[config.mk]
export PLATFORM = sky130hd
export DESIGN_NAME = rsn_ie_pmkid_extractor_unit_flat
export DESIGN_NICKNAME = d
export VERILOG_FILES = /design/src/rtl/core/rpe_pkg.sv /design/src/rtl/core/rpe_stream_if.sv /design/src/rtl/core/rpe_cfg.sv /design/src/rtl/core/rpe_parser.sv /design/src/rtl/core/rsn_ie_pmkid_extractor_unit.sv /design/src/flat_wrapper.sv
export SDC_FILE = /design/constraint.sdc
export NUM_CORES = 1
export LEC_CHECK = 0
export BUFFER_PORTS_ARGS = -buffer_cell sky130_fd_sc_hd__buf_4
export CAP_MARGIN = 20
export CELL_PAD_IN_SITES_DETAIL_PLACEMENT = 1
export CELL_PAD_IN_SITES_GLOBAL_PLACEMENT = 1
export CORE_MARGIN = 3
export CORE_UTILIZATION = 25
export DETAILED_ROUTE_END_ITERATION = 10
export MAX_ROUTING_LAYER = met4
export PLACE_DENSITY_LB_ADDON = 0.1
export SLEW_MARGIN = 25
export SYNTH_ARGS = -nofsm -noshare
export SYNTH_HDL_FRONTEND = slang
export SYNTH_SLANG_ARGS = --single-unit
[constraint.sdc]
create_clock -name clk -period 1.04 [get_ports clk]
set_input_delay 0.104 -clock clk [delete_from_list [all_inputs] [get_ports clk]]
set_output_delay 0.104 -clock clk [all_outputs]
set_load 0.005 [all_outputs]
[src/rtl/core/rpe_pkg.sv]
// rpe_pkg: types, codes and frame constants of the RSN PMKID extractor.
// No dependencies; used by every other file of the block except rpe_stream_if.
`default_nettype none

package rpe_pkg;

	localparam int unsigned MAX_LEN_W = 12;

	localparam logic [MAX_LEN_W-1:0] MAX_LEN_RST = 12'd2560;
	localparam logic [12:0] MIN_FRAME_LEN = 13'd24;
	localparam logic [12:0] LONG_FRAME_LEN = 13'd4096;

	localparam logic [7:0] FTYPE_MASK = 8'hFC;
	localparam logic [7:0] FTYPE_ASSOC_REQ = 8'h00;
	localparam logic [7:0] FTYPE_REASSOC_REQ = 8'h20;
	localparam logic [7:0] FC_HDR_EXT = 8'h80;
	localparam logic [12:0] HDR_LEN = 13'd24;
	localparam logic [12:0] HDR_LEN_EXT = 13'd26;
	localparam logic [15:0] TAG_RSN = 16'h0030;
	localparam logic [7:0] RSN_MIN_LEN = 8'd8;
	localparam logic [17:0] RSN_FIXED_SKIP = 18'd6;
	localparam logic [17:0] PMKID_LEN = 18'd16;
	localparam logic [17:0] PMKID_HALF = 18'd8;

	// config register index, taken from paddr[2]
	localparam logic REG_MAX_FRAME_LEN = 1'b0;

	typedef enum logic [2:0] {
		ST_FOUND = 3'd0,
		ST_NOT_REQ = 3'd1,
		ST_BAD_LEN = 3'd2,
		ST_NO_RSN = 3'd3,
		ST_MALFORMED = 3'd4,
		ST_NO_PMKID = 3'd5
	} status_t;

	typedef struct packed {
		logic [7:0] frame_byte;
		logic is_last_byte;
		logic is_management;
	} in_beat_t;

	typedef struct packed {
		logic [2:0] frame_status;
		logic [63:0] pmkid_high;
		logic [63:0] pmkid_low;
		logic [47:0] client_address;
		logic [47:0] access_point_address;
	} out_beat_t;

endpackage

`default_nettype wire

[src/rtl/core/rpe_stream_if.sv]
// rpe_stream_if: valid/ready channel carrying one beat of a given payload type.
// Payload types come from rpe_pkg.
`default_nettype none

interface rpe_stream_if #(
	parameter type payload_t = logic
);
	logic valid;
	logic ready;
	payload_t payload;

	modport source (output valid, output payload, input ready);
	modport sink (input valid, input payload, output ready);
	modport monitor (input valid, input payload, input ready);
endinterface

`default_nettype wire

[src/rtl/core/rpe_cfg.sv]
// rpe_cfg: APB register bank holding max_frame_length.
// Depends on rpe_pkg.
`default_nettype none

module rpe_cfg (
	input wire logic clk,
	input wire logic arst_n,
	input wire logic psel,
	input wire logic penable,
	input wire logic pwrite,
	input wire logic [2:0] paddr,
	input wire logic [31:0] pwdata,
	output logic [31:0] prdata,
	output logic pready,
	output logic [rpe_pkg::MAX_LEN_W-1:0] max_frame_length
);
	logic [rpe_pkg::MAX_LEN_W-1:0] max_len_q;
	logic wr_max;

	assign wr_max = psel && penable && pwrite && (paddr[2] == rpe_pkg::REG_MAX_FRAME_LEN);

	always_ff @(posedge clk or negedge arst_n) begin
		if (!arst_n) begin
			max_len_q <= rpe_pkg::MAX_LEN_RST;
		end else if (wr_max) begin
			max_len_q <= pwdata[rpe_pkg::MAX_LEN_W-1:0];
		end
	end

	always_comb begin
		prdata = '0;
		if (paddr[2] == rpe_pkg::REG_MAX_FRAME_LEN) begin
			prdata[rpe_pkg::MAX_LEN_W-1:0] = max_len_q;
		end
	end

	assign pready = 1'b1;
	assign max_frame_length = max_len_q;
endmodule

`default_nettype wire

[src/rtl/core/rpe_parser.sv]
// rpe_parser: per-frame parse state and the next-state / result logic for one beat.
// Depends on rpe_pkg.
`default_nettype none

module rpe_parser (
	input wire logic clk,
	input wire logic arst_n,
	input wire rpe_pkg::in_beat_t beat,
	input wire logic fire,
	input wire logic [rpe_pkg::MAX_LEN_W-1:0] max_frame_length,
	output rpe_pkg::out_beat_t result
);
	typedef enum logic [3:0] {
		PH_HDR = 4'd0,
		PH_TAG = 4'd1,
		PH_LEN = 4'd2,
		PH_SKIP = 4'd3,
		PH_RSKIP = 4'd4,
		PH_WLO = 4'd5,
		PH_WHI = 4'd6,
		PH_ID = 4'd7,
		PH_DONE = 4'd8
	} phase_t;

	phase_t phase_q, phase_n;
	logic [11:0] pos_q, pos_n;
	logic too_long_q, too_long_n;
	logic [12:0] elem_end_q, elem_end_n;
	logic [17:0] cnt_q, cnt_n;
	logic [15:0] word_q, word_n;
	logic [63:0] pk_hi_q, pk_hi_n, pk_lo_q, pk_lo_n;
	logic [47:0] addr2_q, addr2_n, addr3_q, addr3_n;
	logic [47:0] tgt_q;
	logic tgt_v_q;
	logic [2:0] err_q, err_n;
	logic [7:0] fb_q, fb_n;
	logic rsn_seen_q, rsn_seen_n;
	logic [1:0] rsn_word_q, rsn_word_n;

	logic [7:0] b;
	logic [12:0] np;
	logic [15:0] w;
	logic [17:0] need;
	logic [17:0] cnt_dec;
	logic sw_fail;
	logic [12:0] len;
	logic bad_len, is_req, latch_tgt;
	logic [7:0] ftype;
	rpe_pkg::status_t status;

	assign b = beat.frame_byte;
	assign np = {1'b0, pos_q} + 13'd1;
	assign w = {b, word_q[7:0]};
	assign need = {w, 2'b00};
	assign cnt_dec = cnt_q - 18'd1;
	// next 16-bit field would cross the element end
	assign sw_fail = ({1'b0, np} + 14'd2) > {1'b0, elem_end_q};

	always_comb begin
		phase_n = phase_q;
		pos_n = pos_q;
		too_long_n = too_long_q;
		elem_end_n = elem_end_q;
		cnt_n = cnt_q;
		word_n = word_q;
		pk_hi_n = pk_hi_q;
		pk_lo_n = pk_lo_q;
		addr2_n = addr2_q;
		addr3_n = addr3_q;
		err_n = err_q;
		fb_n = fb_q;
		rsn_seen_n = rsn_seen_q;
		rsn_word_n = rsn_word_q;
		if (!too_long_q) begin
			if (pos_q == 12'hFFF) begin
				too_long_n = 1'b1;
			end else begin
				pos_n = pos_q + 12'd1;
			end
			if (pos_q == 12'd0) begin
				fb_n = b;
			end
			if (pos_q >= 12'd10 && pos_q < 12'd16) begin
				addr2_n = {addr2_q[39:0], b};
			end
			if (pos_q >= 12'd16 && pos_q < 12'd22) begin
				addr3_n = {addr3_q[39:0], b};
			end
			case (phase_q)
				PH_HDR: begin
					if (np == (((fb_n & rpe_pkg::FC_HDR_EXT) != 8'd0) ?
							rpe_pkg::HDR_LEN_EXT : rpe_pkg::HDR_LEN)) begin
						phase_n = PH_TAG;
					end
				end
				PH_TAG: begin
					word_n = {8'd0, b};
					phase_n = PH_LEN;
				end
				PH_LEN: begin
					if (word_q == rpe_pkg::TAG_RSN && !beat.is_last_byte) begin
						rsn_seen_n = 1'b1;
						err_n = rpe_pkg::ST_MALFORMED;
						elem_end_n = np + {5'd0, b};
						if (b < rpe_pkg::RSN_MIN_LEN) begin
							phase_n = PH_DONE;
						end else begin
							rsn_word_n = 2'd0;
							cnt_n = rpe_pkg::RSN_FIXED_SKIP;
							phase_n = PH_RSKIP;
						end
					end else if (b == 8'd0) begin
						phase_n = PH_TAG;
					end else begin
						cnt_n = {10'd0, b};
						phase_n = PH_SKIP;
					end
				end
				PH_SKIP: begin
					cnt_n = cnt_dec;
					if (cnt_dec == 18'd0) begin
						phase_n = PH_TAG;
					end
				end
				PH_RSKIP: begin
					cnt_n = cnt_dec;
					if (cnt_dec == 18'd0) begin
						if (sw_fail) begin
							err_n = rpe_pkg::ST_MALFORMED;
							phase_n = PH_DONE;
						end else begin
							phase_n = PH_WLO;
						end
					end
				end
				PH_WLO: begin
					word_n = {8'd0, b};
					phase_n = PH_WHI;
				end
				PH_WHI: begin
					word_n = w;
					if (rsn_word_q < 2'd2) begin
						// pairwise or AKM suite count
						if (({6'd0, np} + {1'b0, need}) > {6'd0, elem_end_q}) begin
							err_n = rpe_pkg::ST_MALFORMED;
							phase_n = PH_DONE;
						end else begin
							rsn_word_n = rsn_word_q + 2'd1;
							if (need == 18'd0) begin
								if (sw_fail) begin
									err_n = rpe_pkg::ST_MALFORMED;
									phase_n = PH_DONE;
								end else begin
									phase_n = PH_WLO;
								end
							end else begin
								cnt_n = need;
								phase_n = PH_RSKIP;
							end
						end
					end else if (rsn_word_q == 2'd2) begin
						// capabilities
						if (!w[15]) begin
							err_n = rpe_pkg::ST_NO_PMKID;
							phase_n = PH_DONE;
						end else begin
							rsn_word_n = 2'd3;
							if (sw_fail) begin
								err_n = rpe_pkg::ST_MALFORMED;
								phase_n = PH_DONE;
							end else begin
								phase_n = PH_WLO;
							end
						end
					end else begin
						// PMKID count
						if (w == 16'd0) begin
							err_n = rpe_pkg::ST_NO_PMKID;
							phase_n = PH_DONE;
						end else if (({1'b0, np} + {1'b0, rpe_pkg::PMKID_LEN[12:0]}) >
								{1'b0, elem_end_q}) begin
							err_n = rpe_pkg::ST_MALFORMED;
							phase_n = PH_DONE;
						end else begin
							pk_hi_n = '0;
							pk_lo_n = '0;
							cnt_n = rpe_pkg::PMKID_LEN;
							phase_n = PH_ID;
						end
					end
				end
				PH_ID: begin
					if (cnt_q > rpe_pkg::PMKID_HALF) begin
						pk_hi_n = {pk_hi_q[55:0], b};
					end else begin
						pk_lo_n = {pk_lo_q[55:0], b};
					end
					cnt_n = cnt_dec;
					if (cnt_dec == 18'd0) begin
						err_n = rpe_pkg::ST_FOUND;
						phase_n = PH_DONE;
					end
				end
				default: begin
				end
			endcase
		end
	end

	// frame verdict, valid on the last byte
	always_comb begin
		len = too_long_n ? rpe_pkg::LONG_FRAME_LEN : {1'b0, pos_n};
		ftype = fb_n & rpe_pkg::FTYPE_MASK;
		bad_len = (len < rpe_pkg::MIN_FRAME_LEN) || (len > {1'b0, max_frame_length});
		is_req = (ftype == rpe_pkg::FTYPE_ASSOC_REQ) || (ftype == rpe_pkg::FTYPE_REASSOC_REQ);
		latch_tgt = 1'b0;
		if (bad_len) begin
			status = rpe_pkg::ST_BAD_LEN;
		end else if (!beat.is_management || !is_req) begin
			status = rpe_pkg::ST_NOT_REQ;
		end else begin
			latch_tgt = !tgt_v_q;
			if (!rsn_seen_n) begin
				status = rpe_pkg::ST_NO_RSN;
			end else if (elem_end_n > len) begin
				status = rpe_pkg::ST_MALFORMED;
			end else begin
				status = rpe_pkg::status_t'(err_n);
			end
		end
		result.frame_status = status;
		result.pmkid_high = (status == rpe_pkg::ST_FOUND) ? pk_hi_n : 64'd0;
		result.pmkid_low = (status == rpe_pkg::ST_FOUND) ? pk_lo_n : 64'd0;
		result.client_address = (status == rpe_pkg::ST_FOUND) ? addr2_n : 48'd0;
		result.access_point_address = latch_tgt ? addr3_n : tgt_q;
	end

	always_ff @(posedge clk or negedge arst_n) begin
		if (!arst_n) begin
			phase_q <= PH_HDR;
			pos_q <= '0;
			too_long_q <= 1'b0;
			elem_end_q <= '0;
			cnt_q <= '0;
			word_q <= '0;
			pk_hi_q <= '0;
			pk_lo_q <= '0;
			addr2_q <= '0;
			addr3_q <= '0;
			tgt_q <= '0;
			tgt_v_q <= 1'b0;
			err_q <= '0;
			fb_q <= '0;
			rsn_seen_q <= 1'b0;
			rsn_word_q <= '0;
		end else if (fire) begin
			elem_end_q <= elem_end_n;
			cnt_q <= cnt_n;
			word_q <= word_n;
			pk_hi_q <= pk_hi_n;
			pk_lo_q <= pk_lo_n;
			addr2_q <= addr2_n;
			addr3_q <= addr3_n;
			fb_q <= fb_n;
			if (beat.is_last_byte) begin
				phase_q <= PH_HDR;
				pos_q <= '0;
				too_long_q <= 1'b0;
				err_q <= '0;
				rsn_seen_q <= 1'b0;
				rsn_word_q <= '0;
				if (latch_tgt) begin
					tgt_q <= addr3_n;
					tgt_v_q <= 1'b1;
				end
			end else begin
				phase_q <= phase_n;
				pos_q <= pos_n;
				too_long_q <= too_long_n;
				err_q <= err_n;
				rsn_seen_q <= rsn_seen_n;
				rsn_word_q <= rsn_word_n;
			end
		end
	end
endmodule

`default_nettype wire

[src/rtl/core/rsn_ie_pmkid_extractor_unit.sv]
// rsn_ie_pmkid_extractor_unit: top level; input register, parser, result buffer, APB.
// Depends on rpe_pkg, rpe_stream_if, rpe_cfg, rpe_parser.
`default_nettype none

// Takes one frame byte per cycle and returns one result beat per frame, on the
// byte marked last. A byte is registered on acceptance and parsed from that
// register; the result of a last byte is written into the result buffer when parsed.
// Results land in a two-entry buffer; input stalls only when a last byte arrives
// while both entries are still waiting.
// max_frame_length is at APB address 0 and should be written only while idle.
module rsn_ie_pmkid_extractor_unit (
	input wire logic clk,
	input wire logic arst_n,
	rpe_stream_if.sink frame_in,
	rpe_stream_if.source result_out,
	input wire logic psel,
	input wire logic penable,
	input wire logic pwrite,
	input wire logic [2:0] paddr,
	input wire logic [31:0] pwdata,
	output logic [31:0] prdata,
	output logic pready
);
	rpe_pkg::in_beat_t beat_s1;
	logic valid_s1;
	logic fire, push, pop;
	logic [rpe_pkg::MAX_LEN_W-1:0] max_frame_length;
	rpe_pkg::out_beat_t res_n, res_q, skid_q;
	logic res_v_q, skid_v_q;

	rpe_cfg u_cfg (
		.clk(clk),
		.arst_n(arst_n),
		.psel(psel),
		.penable(penable),
		.pwrite(pwrite),
		.paddr(paddr),
		.pwdata(pwdata),
		.prdata(prdata),
		.pready(pready),
		.max_frame_length(max_frame_length)
	);

	rpe_parser u_parser (
		.clk(clk),
		.arst_n(arst_n),
		.beat(beat_s1),
		.fire(fire),
		.max_frame_length(max_frame_length),
		.result(res_n)
	);

	assign fire = valid_s1 && !(beat_s1.is_last_byte && skid_v_q);
	assign push = fire && beat_s1.is_last_byte;
	assign pop = res_v_q && result_out.ready;
	assign frame_in.ready = !valid_s1 || fire;

	always_ff @(posedge clk or negedge arst_n) begin
		if (!arst_n) begin
			valid_s1 <= 1'b0;
			beat_s1 <= '0;
		end else if (frame_in.ready) begin
			valid_s1 <= frame_in.valid;
			beat_s1 <= frame_in.payload;
		end
	end

	// two-entry result buffer: res_q is shown, skid_q backs it up
	always_ff @(posedge clk or negedge arst_n) begin
		if (!arst_n) begin
			res_v_q <= 1'b0;
			skid_v_q <= 1'b0;
			res_q <= '0;
			skid_q <= '0;
		end else if (pop) begin
			if (skid_v_q) begin
				res_q <= skid_q;
				skid_v_q <= 1'b0;
			end else if (push) begin
				res_q <= res_n;
			end else begin
				res_v_q <= 1'b0;
			end
		end else if (push) begin
			if (res_v_q) begin
				skid_q <= res_n;
				skid_v_q <= 1'b1;
			end else begin
				res_q <= res_n;
				res_v_q <= 1'b1;
			end
		end
	end

	assign result_out.valid = res_v_q;
	assign result_out.payload = res_q;
endmodule

`default_nettype wire

[src/flat_wrapper.sv]
// flat-port wrapper written by rule: the top's interface ports become plain ports
module rsn_ie_pmkid_extractor_unit_flat 
  (clk, arst_n, psel, penable, pwrite, paddr, pwdata, prdata, pready, frame_in_valid, frame_in_payload, frame_in_ready, result_out_valid, result_out_payload, result_out_ready);
  rpe_stream_if frame_in_i ();
  rpe_stream_if result_out_i ();
  input wire logic clk;
  input wire logic arst_n;
  input wire logic psel;
  input wire logic penable;
  input wire logic pwrite;
  input wire logic [2:0] paddr;
  input wire logic [31:0] pwdata;
  output logic [31:0] prdata;
  output logic pready;
  input wire logic [$bits(frame_in_i.valid)-1:0] frame_in_valid;
  input wire logic [$bits(frame_in_i.payload)-1:0] frame_in_payload;
  output wire logic [$bits(frame_in_i.ready)-1:0] frame_in_ready;
  output wire logic [$bits(result_out_i.valid)-1:0] result_out_valid;
  output wire logic [$bits(result_out_i.payload)-1:0] result_out_payload;
  input wire logic [$bits(result_out_i.ready)-1:0] result_out_ready;
  assign frame_in_i.valid = frame_in_valid;
  assign frame_in_i.payload = frame_in_payload;
  assign frame_in_ready = frame_in_i.ready;
  assign result_out_valid = result_out_i.valid;
  assign result_out_payload = result_out_i.payload;
  assign result_out_i.ready = result_out_ready;
  rsn_ie_pmkid_extractor_unit u_core (.clk(clk), .arst_n(arst_n), .frame_in(frame_in_i), .result_out(result_out_i), .psel(psel), .penable(penable), .pwrite(pwrite), .paddr(paddr), .pwdata(pwdata), .prdata(prdata), .pready(pready));
endmodule
Yosys cells after proc, flatten, opt, wreduce, memory -nomap -nowiden
Cells that the tools add are included.
Storage, ports and cells
  register bits after elaboration: 15
  bits in latches: 0
  memory bits (writable): 0
  memory bits (read-only): 0
  output and inout bits: 36
  logic and storage cells: 21
  memories kept: 0
Operators by class
  add/sub/neg operators: 0
  multipliers: 0
  divide/modulo/power cells: 0
  order comparisons: 0
  equal/unequal tests: 2
  shifts and indexed selects: 0
  multiplexer cells: 6
  bitwise logic cells: 1
  reduce and logical (&&, ||, !) cells: 8
Operators by type and width (count)
  2-to-1 mux 12 bit: 1
  2-to-1 mux 1 bit: 5
  logical AND 1 bit: 4
  AND reduction 2 bit: 2
  AND reduction 3 bit: 1
  != test 2 x 1 -> 1 bit (second input constant): 1
  != test 2 bit (second input constant): 1
  nonzero test 2 bit: 1
  inverter 1 bit: 1

Logic depth before layout (Yosys ltp)
  depth after elaboration: 3
  gate-level depth with buffers: 3
  depth with buffers taken out: 2

Hierarchy
Synthesis repeated with hierarchy kept, for this count alone.
Unflattened totals
  cell total of the unflattened synthesis: 67
  area, all modules: 787.0 um^2
Modules (own cells, without submodules)
  rpe_cfg: times used 1, cells each 62, area each 757.0 um^2
  rsn_ie_pmkid_extractor_unit: times used 1, cells each 5, area each 30.0 um^2

Least setup slack after synthesis
Ideal clock, no wire load.
  path type: input port to flip-flop
  start: input paddr[2]
  end: register u_core.u_cfg.max_len_q (netlist bit u_core.u_cfg.max_frame_length[0])
  arrival time: 722 ps
  data required time: 915 ps
  path slack: 193 ps
  stages: 3
  cell sequence: nand4b_4 buf_6 mux2_4
Between the ends
  longest elaborated chain between the ends: 2
Ends and longest elaborated chain
  from (decl): line flat_wrapper.sv:11  | input wire logic [2:0] paddr;
  inverter 1 bit
  logical AND 1 bit: line rpe_cfg.sv:20  | assign wr_max = psel && penable && pwrite && (paddr[2] == rpe_pkg::REG_MAX_FRAME_LEN);
  to (signal assigned): line rpe_cfg.sv:24  | max_len_q <= rpe_pkg::MAX_LEN_RST;
  to (signal assigned): line rpe_cfg.sv:26  | max_len_q <= pwdata[rpe_pkg::MAX_LEN_W-1:0];
  to (decl): line rpe_cfg.sv:17  | logic [rpe_pkg::MAX_LEN_W-1:0] max_len_q;
No other way between the ends.
A chain may end at the register's enable or synchronous reset.

Worst setup path in the final report
  start: register u_core.u_cfg.max_len_q (netlist bit u_core.u_cfg.max_frame_length[9])
  end: output prdata[9]
Between the ends
  longest elaborated chain between the ends: 1
Ends and longest elaborated chain
  2-to-1 mux 12 bit: line rpe_cfg.sv:32  | if (paddr[2] == rpe_pkg::REG_MAX_FRAME_LEN) begin
  to (decl): line flat_wrapper.sv:13  | output logic [31:0] prdata;
No other way between the ends.

==> results.txt <==
Combinational Power Share - 34.8%
# clock sinks - 12
Internal - 1.17 mW
Max Clk Rate - 878 MHz
WS Path Type - register to primary output
Clock Latency Late Sink - 0.26 ns
Seq cells post-synth - 12
reg2reg setup slack - 0.18 ns
reg-to-reg critical path endpoint - u_core.u_cfg.max_frame_length[2]$_DFFE_PN0P_
Area after DPL - 951 um^2
H-Tree Level Count - 1
status - finished, violations left
total CTS buffers - 3
Clk network pwr share - 23.8%
Multi-input gate area - 367 um^2
Finish-stage setup viols - 2
pre-CTS WS - 0.0533 ns
Die ar. - 3820 um^2
width of the die - 61.8 um
largest net degree at the start of global routing - 13
HPWL after detailed placement - 1.13 mm
Leak - 0.597 nW
Final period util - 109%
max reg flops - 12
Worst Path Buf+Inv - 1
FF+latch area - 303 um^2
diode count - 0
hold depth - 2
design area - 1070 um^2
crit-path cells - nor2b_1 -> buf_4
Switch Pwr - 340 uW
Slew Viols, Final - 0
port bufs - 29
Fin. Hold Viols - 0
Nets - 149
initial antenna violation count - 0
sequential area share after synthesis - 38.8%
Yosys warnings - 0
die height - 61.8 um
setup slack after layout - -0.0984 ns
failing checks - setup timing
drt first pass iters - 3
Top Family by Delay on Critical Path - flip-flops
fin util - 37.4%
Synth Instances - 65
total congestion overflow - 0
RSZ-0062 raised after global routing - true
first-pass GRT wire length - 2.04 mm
Yosys cell types - 11
Slowest cell on crit path - dfstp_2
vias - 508
layout cells sized above 1 - 56.2%
CP max FO - 2
r2r worst-path depth - 2
CTS tree - yes
sw frac - 22.6%
crit end category - primary output
Worst Path Required - 0.94 ns
routed vias/inst - 3.74
power per cell area - 1410 nW/um^2
sink of the worst hold path - u_core.u_cfg.max_frame_length[1]$_DFFE_PN0P_
Routed WL - 1.49 mm
FILL cells - 326
total negative slack - -0.184 ns
GRT Util Overall - 7.77%
startpoint types - register
row cnt - 19
sequential fraction of design power - 41.4%
synthesis-to-finish area growth - 36.9%
CTS Buffer Depth - 2
Starting DRT DRC Count - 3
slowest stage delay, CP - 0.53 ns
clk slew on worst S/H paths - 0.07 ns
CTS Root Cell - clkbuf_4
fin crit period - 1.14 ns
Placeable Area - 2850 um^2
Peak supply drop - 393 uV
clk_skew - 0 ns
Top Ports - 79
reg2reg start - u_core.u_cfg.max_frame_length[2]$_DFFE_PN0P_
hold wc startpoint - pwdata[1]
Max-Cap Viols - 0
GPL Wtd Cong - 0.541
number of global-route vias before repair - 464
Initial Util - 27.3%
syn_area_per_cell - 12.0 um^2
routed len/inst - 11.0 um
DRT antenna net count - 0
Worst Path Arrival - 1.03 ns
Worst Hold Class - input port to register
Mapped Area - 779 um^2
number of remaining DRC errors - 0
## worst reg2reg max path: stages, from the launching register on
cell,delay (ns)
dfrtp_1,0.37
buf_4,0.13
mux2_4,0.25
## cells in the mapped netlist
library cell  number  area share (%)
buf_4             24              23
dfrtp_1           10              32
mux2_4            10              19
nor2b_1           10             8.0
and2b_1            2             1.9
conb_1             2            0.96
dfstp_2            2             6.7
mux2_2             2             2.9
buf_6              1             1.4
clkbuf_1           1            0.48
nand4b_4           1             3.0
## through the flow
step	instances	power, mW	hold slack, ns
global placement	123	1.05	-0.0432
floorplan	87	0.925	-0.192
CTS	130	1.46	0.0525
finish	136	1.51	0.0653
detailed placement	123	1.05	-0.0462
global route	136	1.60	0.0569
## metal layers
| layer | global-route usage, % | vias up | part of all wire, % |
|---|---|---|---|
| li1 | - | 236 | - |
| met1 | 8.69 | 238 | 40 |
| met2 | 12.3 | 32 | 47 |
| met3 | 2.27 | 2 | 13 |
| met4 | 4.55 | 0 | 0.54 |
| met5 | - | - | 0 |
## kinds of logic after synthesis
kind of cell	Yosys count	share of synthesized area, %
buffers and inverters	26	25.0
flip-flops	12	38.8
multiplexers	12	22.2
other	2	0.963
AND/OR/NAND/NOR	13	13.0
## layout make-up
class                   instances  share of cell area [%]
clock buffers                   4                    3.40
multi-input cells              49                    34.3
flip-flops and latches         12                    28.4
well taps                      31                    3.63
repair buffers                 40                    30.2
## cells in the final DEF (no fill, tap or decap), drive strengths merged
| cell type | netlist | routed |
|---|---|---|
| dfstp | 2 | 2 |
| nor2b | 10 | 10 |
| dlygate4sd3 | 0 | 1 |
| nand4b | 1 | 1 |
| mux2 | 12 | 12 |
| conb | 2 | 24 |
| buf | 25 | 39 |
| and2b | 2 | 2 |
| dfrtp | 10 | 10 |
| clkbuf | 1 | 4 |
## how the worst max path moves through the flow
stage / endpoint / cells after the start / start / slack [ns]
after floorplan: u_core.u_cfg.max_frame_length[0]$_DFFE_PN0P_ / 3 / paddr[2] / 0.19
final: prdata[9] / 2 / u_core.u_cfg.max_frame_length[9]$_DFFE_PN1P_ / -0.1
after global placement: u_core.u_cfg.max_frame_length[2]$_DFFE_PN0P_ / 4 / paddr[2] / 0.06
after detailed placement: u_core.u_cfg.max_frame_length[2]$_DFFE_PN0P_ / 4 / paddr[2] / 0.05
after global routing: prdata[9] / 2 / u_core.u_cfg.max_frame_length[9]$_DFFE_PN1P_ / -0.13
after CTS: prdata[9] / 2 / u_core.u_cfg.max_frame_length[9]$_DFFE_PN1P_ / -0.12
## power groups by stage
stage	registers [mW]	logic, mW	clock network [mW]
after global routing	0.635	0.575	0.394
final	0.623	0.524	0.359
after detailed placement	0.637	0.416	0
after global placement	0.632	0.414	0
after floorplan	0.621	0.304	0
after CTS	0.627	0.446	0.383
## what timing repair did
| action | in CTS | in global routing |
|---|---|---|
| hold buffers | 1 | 0 |
| buffers inserted | 2 | 6 |
| resized for setup | 0 | 3 |
| endpoints found under the setup margin | 5 | 12 |
| endpoints found under the hold margin | 12 | 0 |
| pin swaps | 0 | 0 |
No activity file was read; power rests on OpenSTA's default activity.
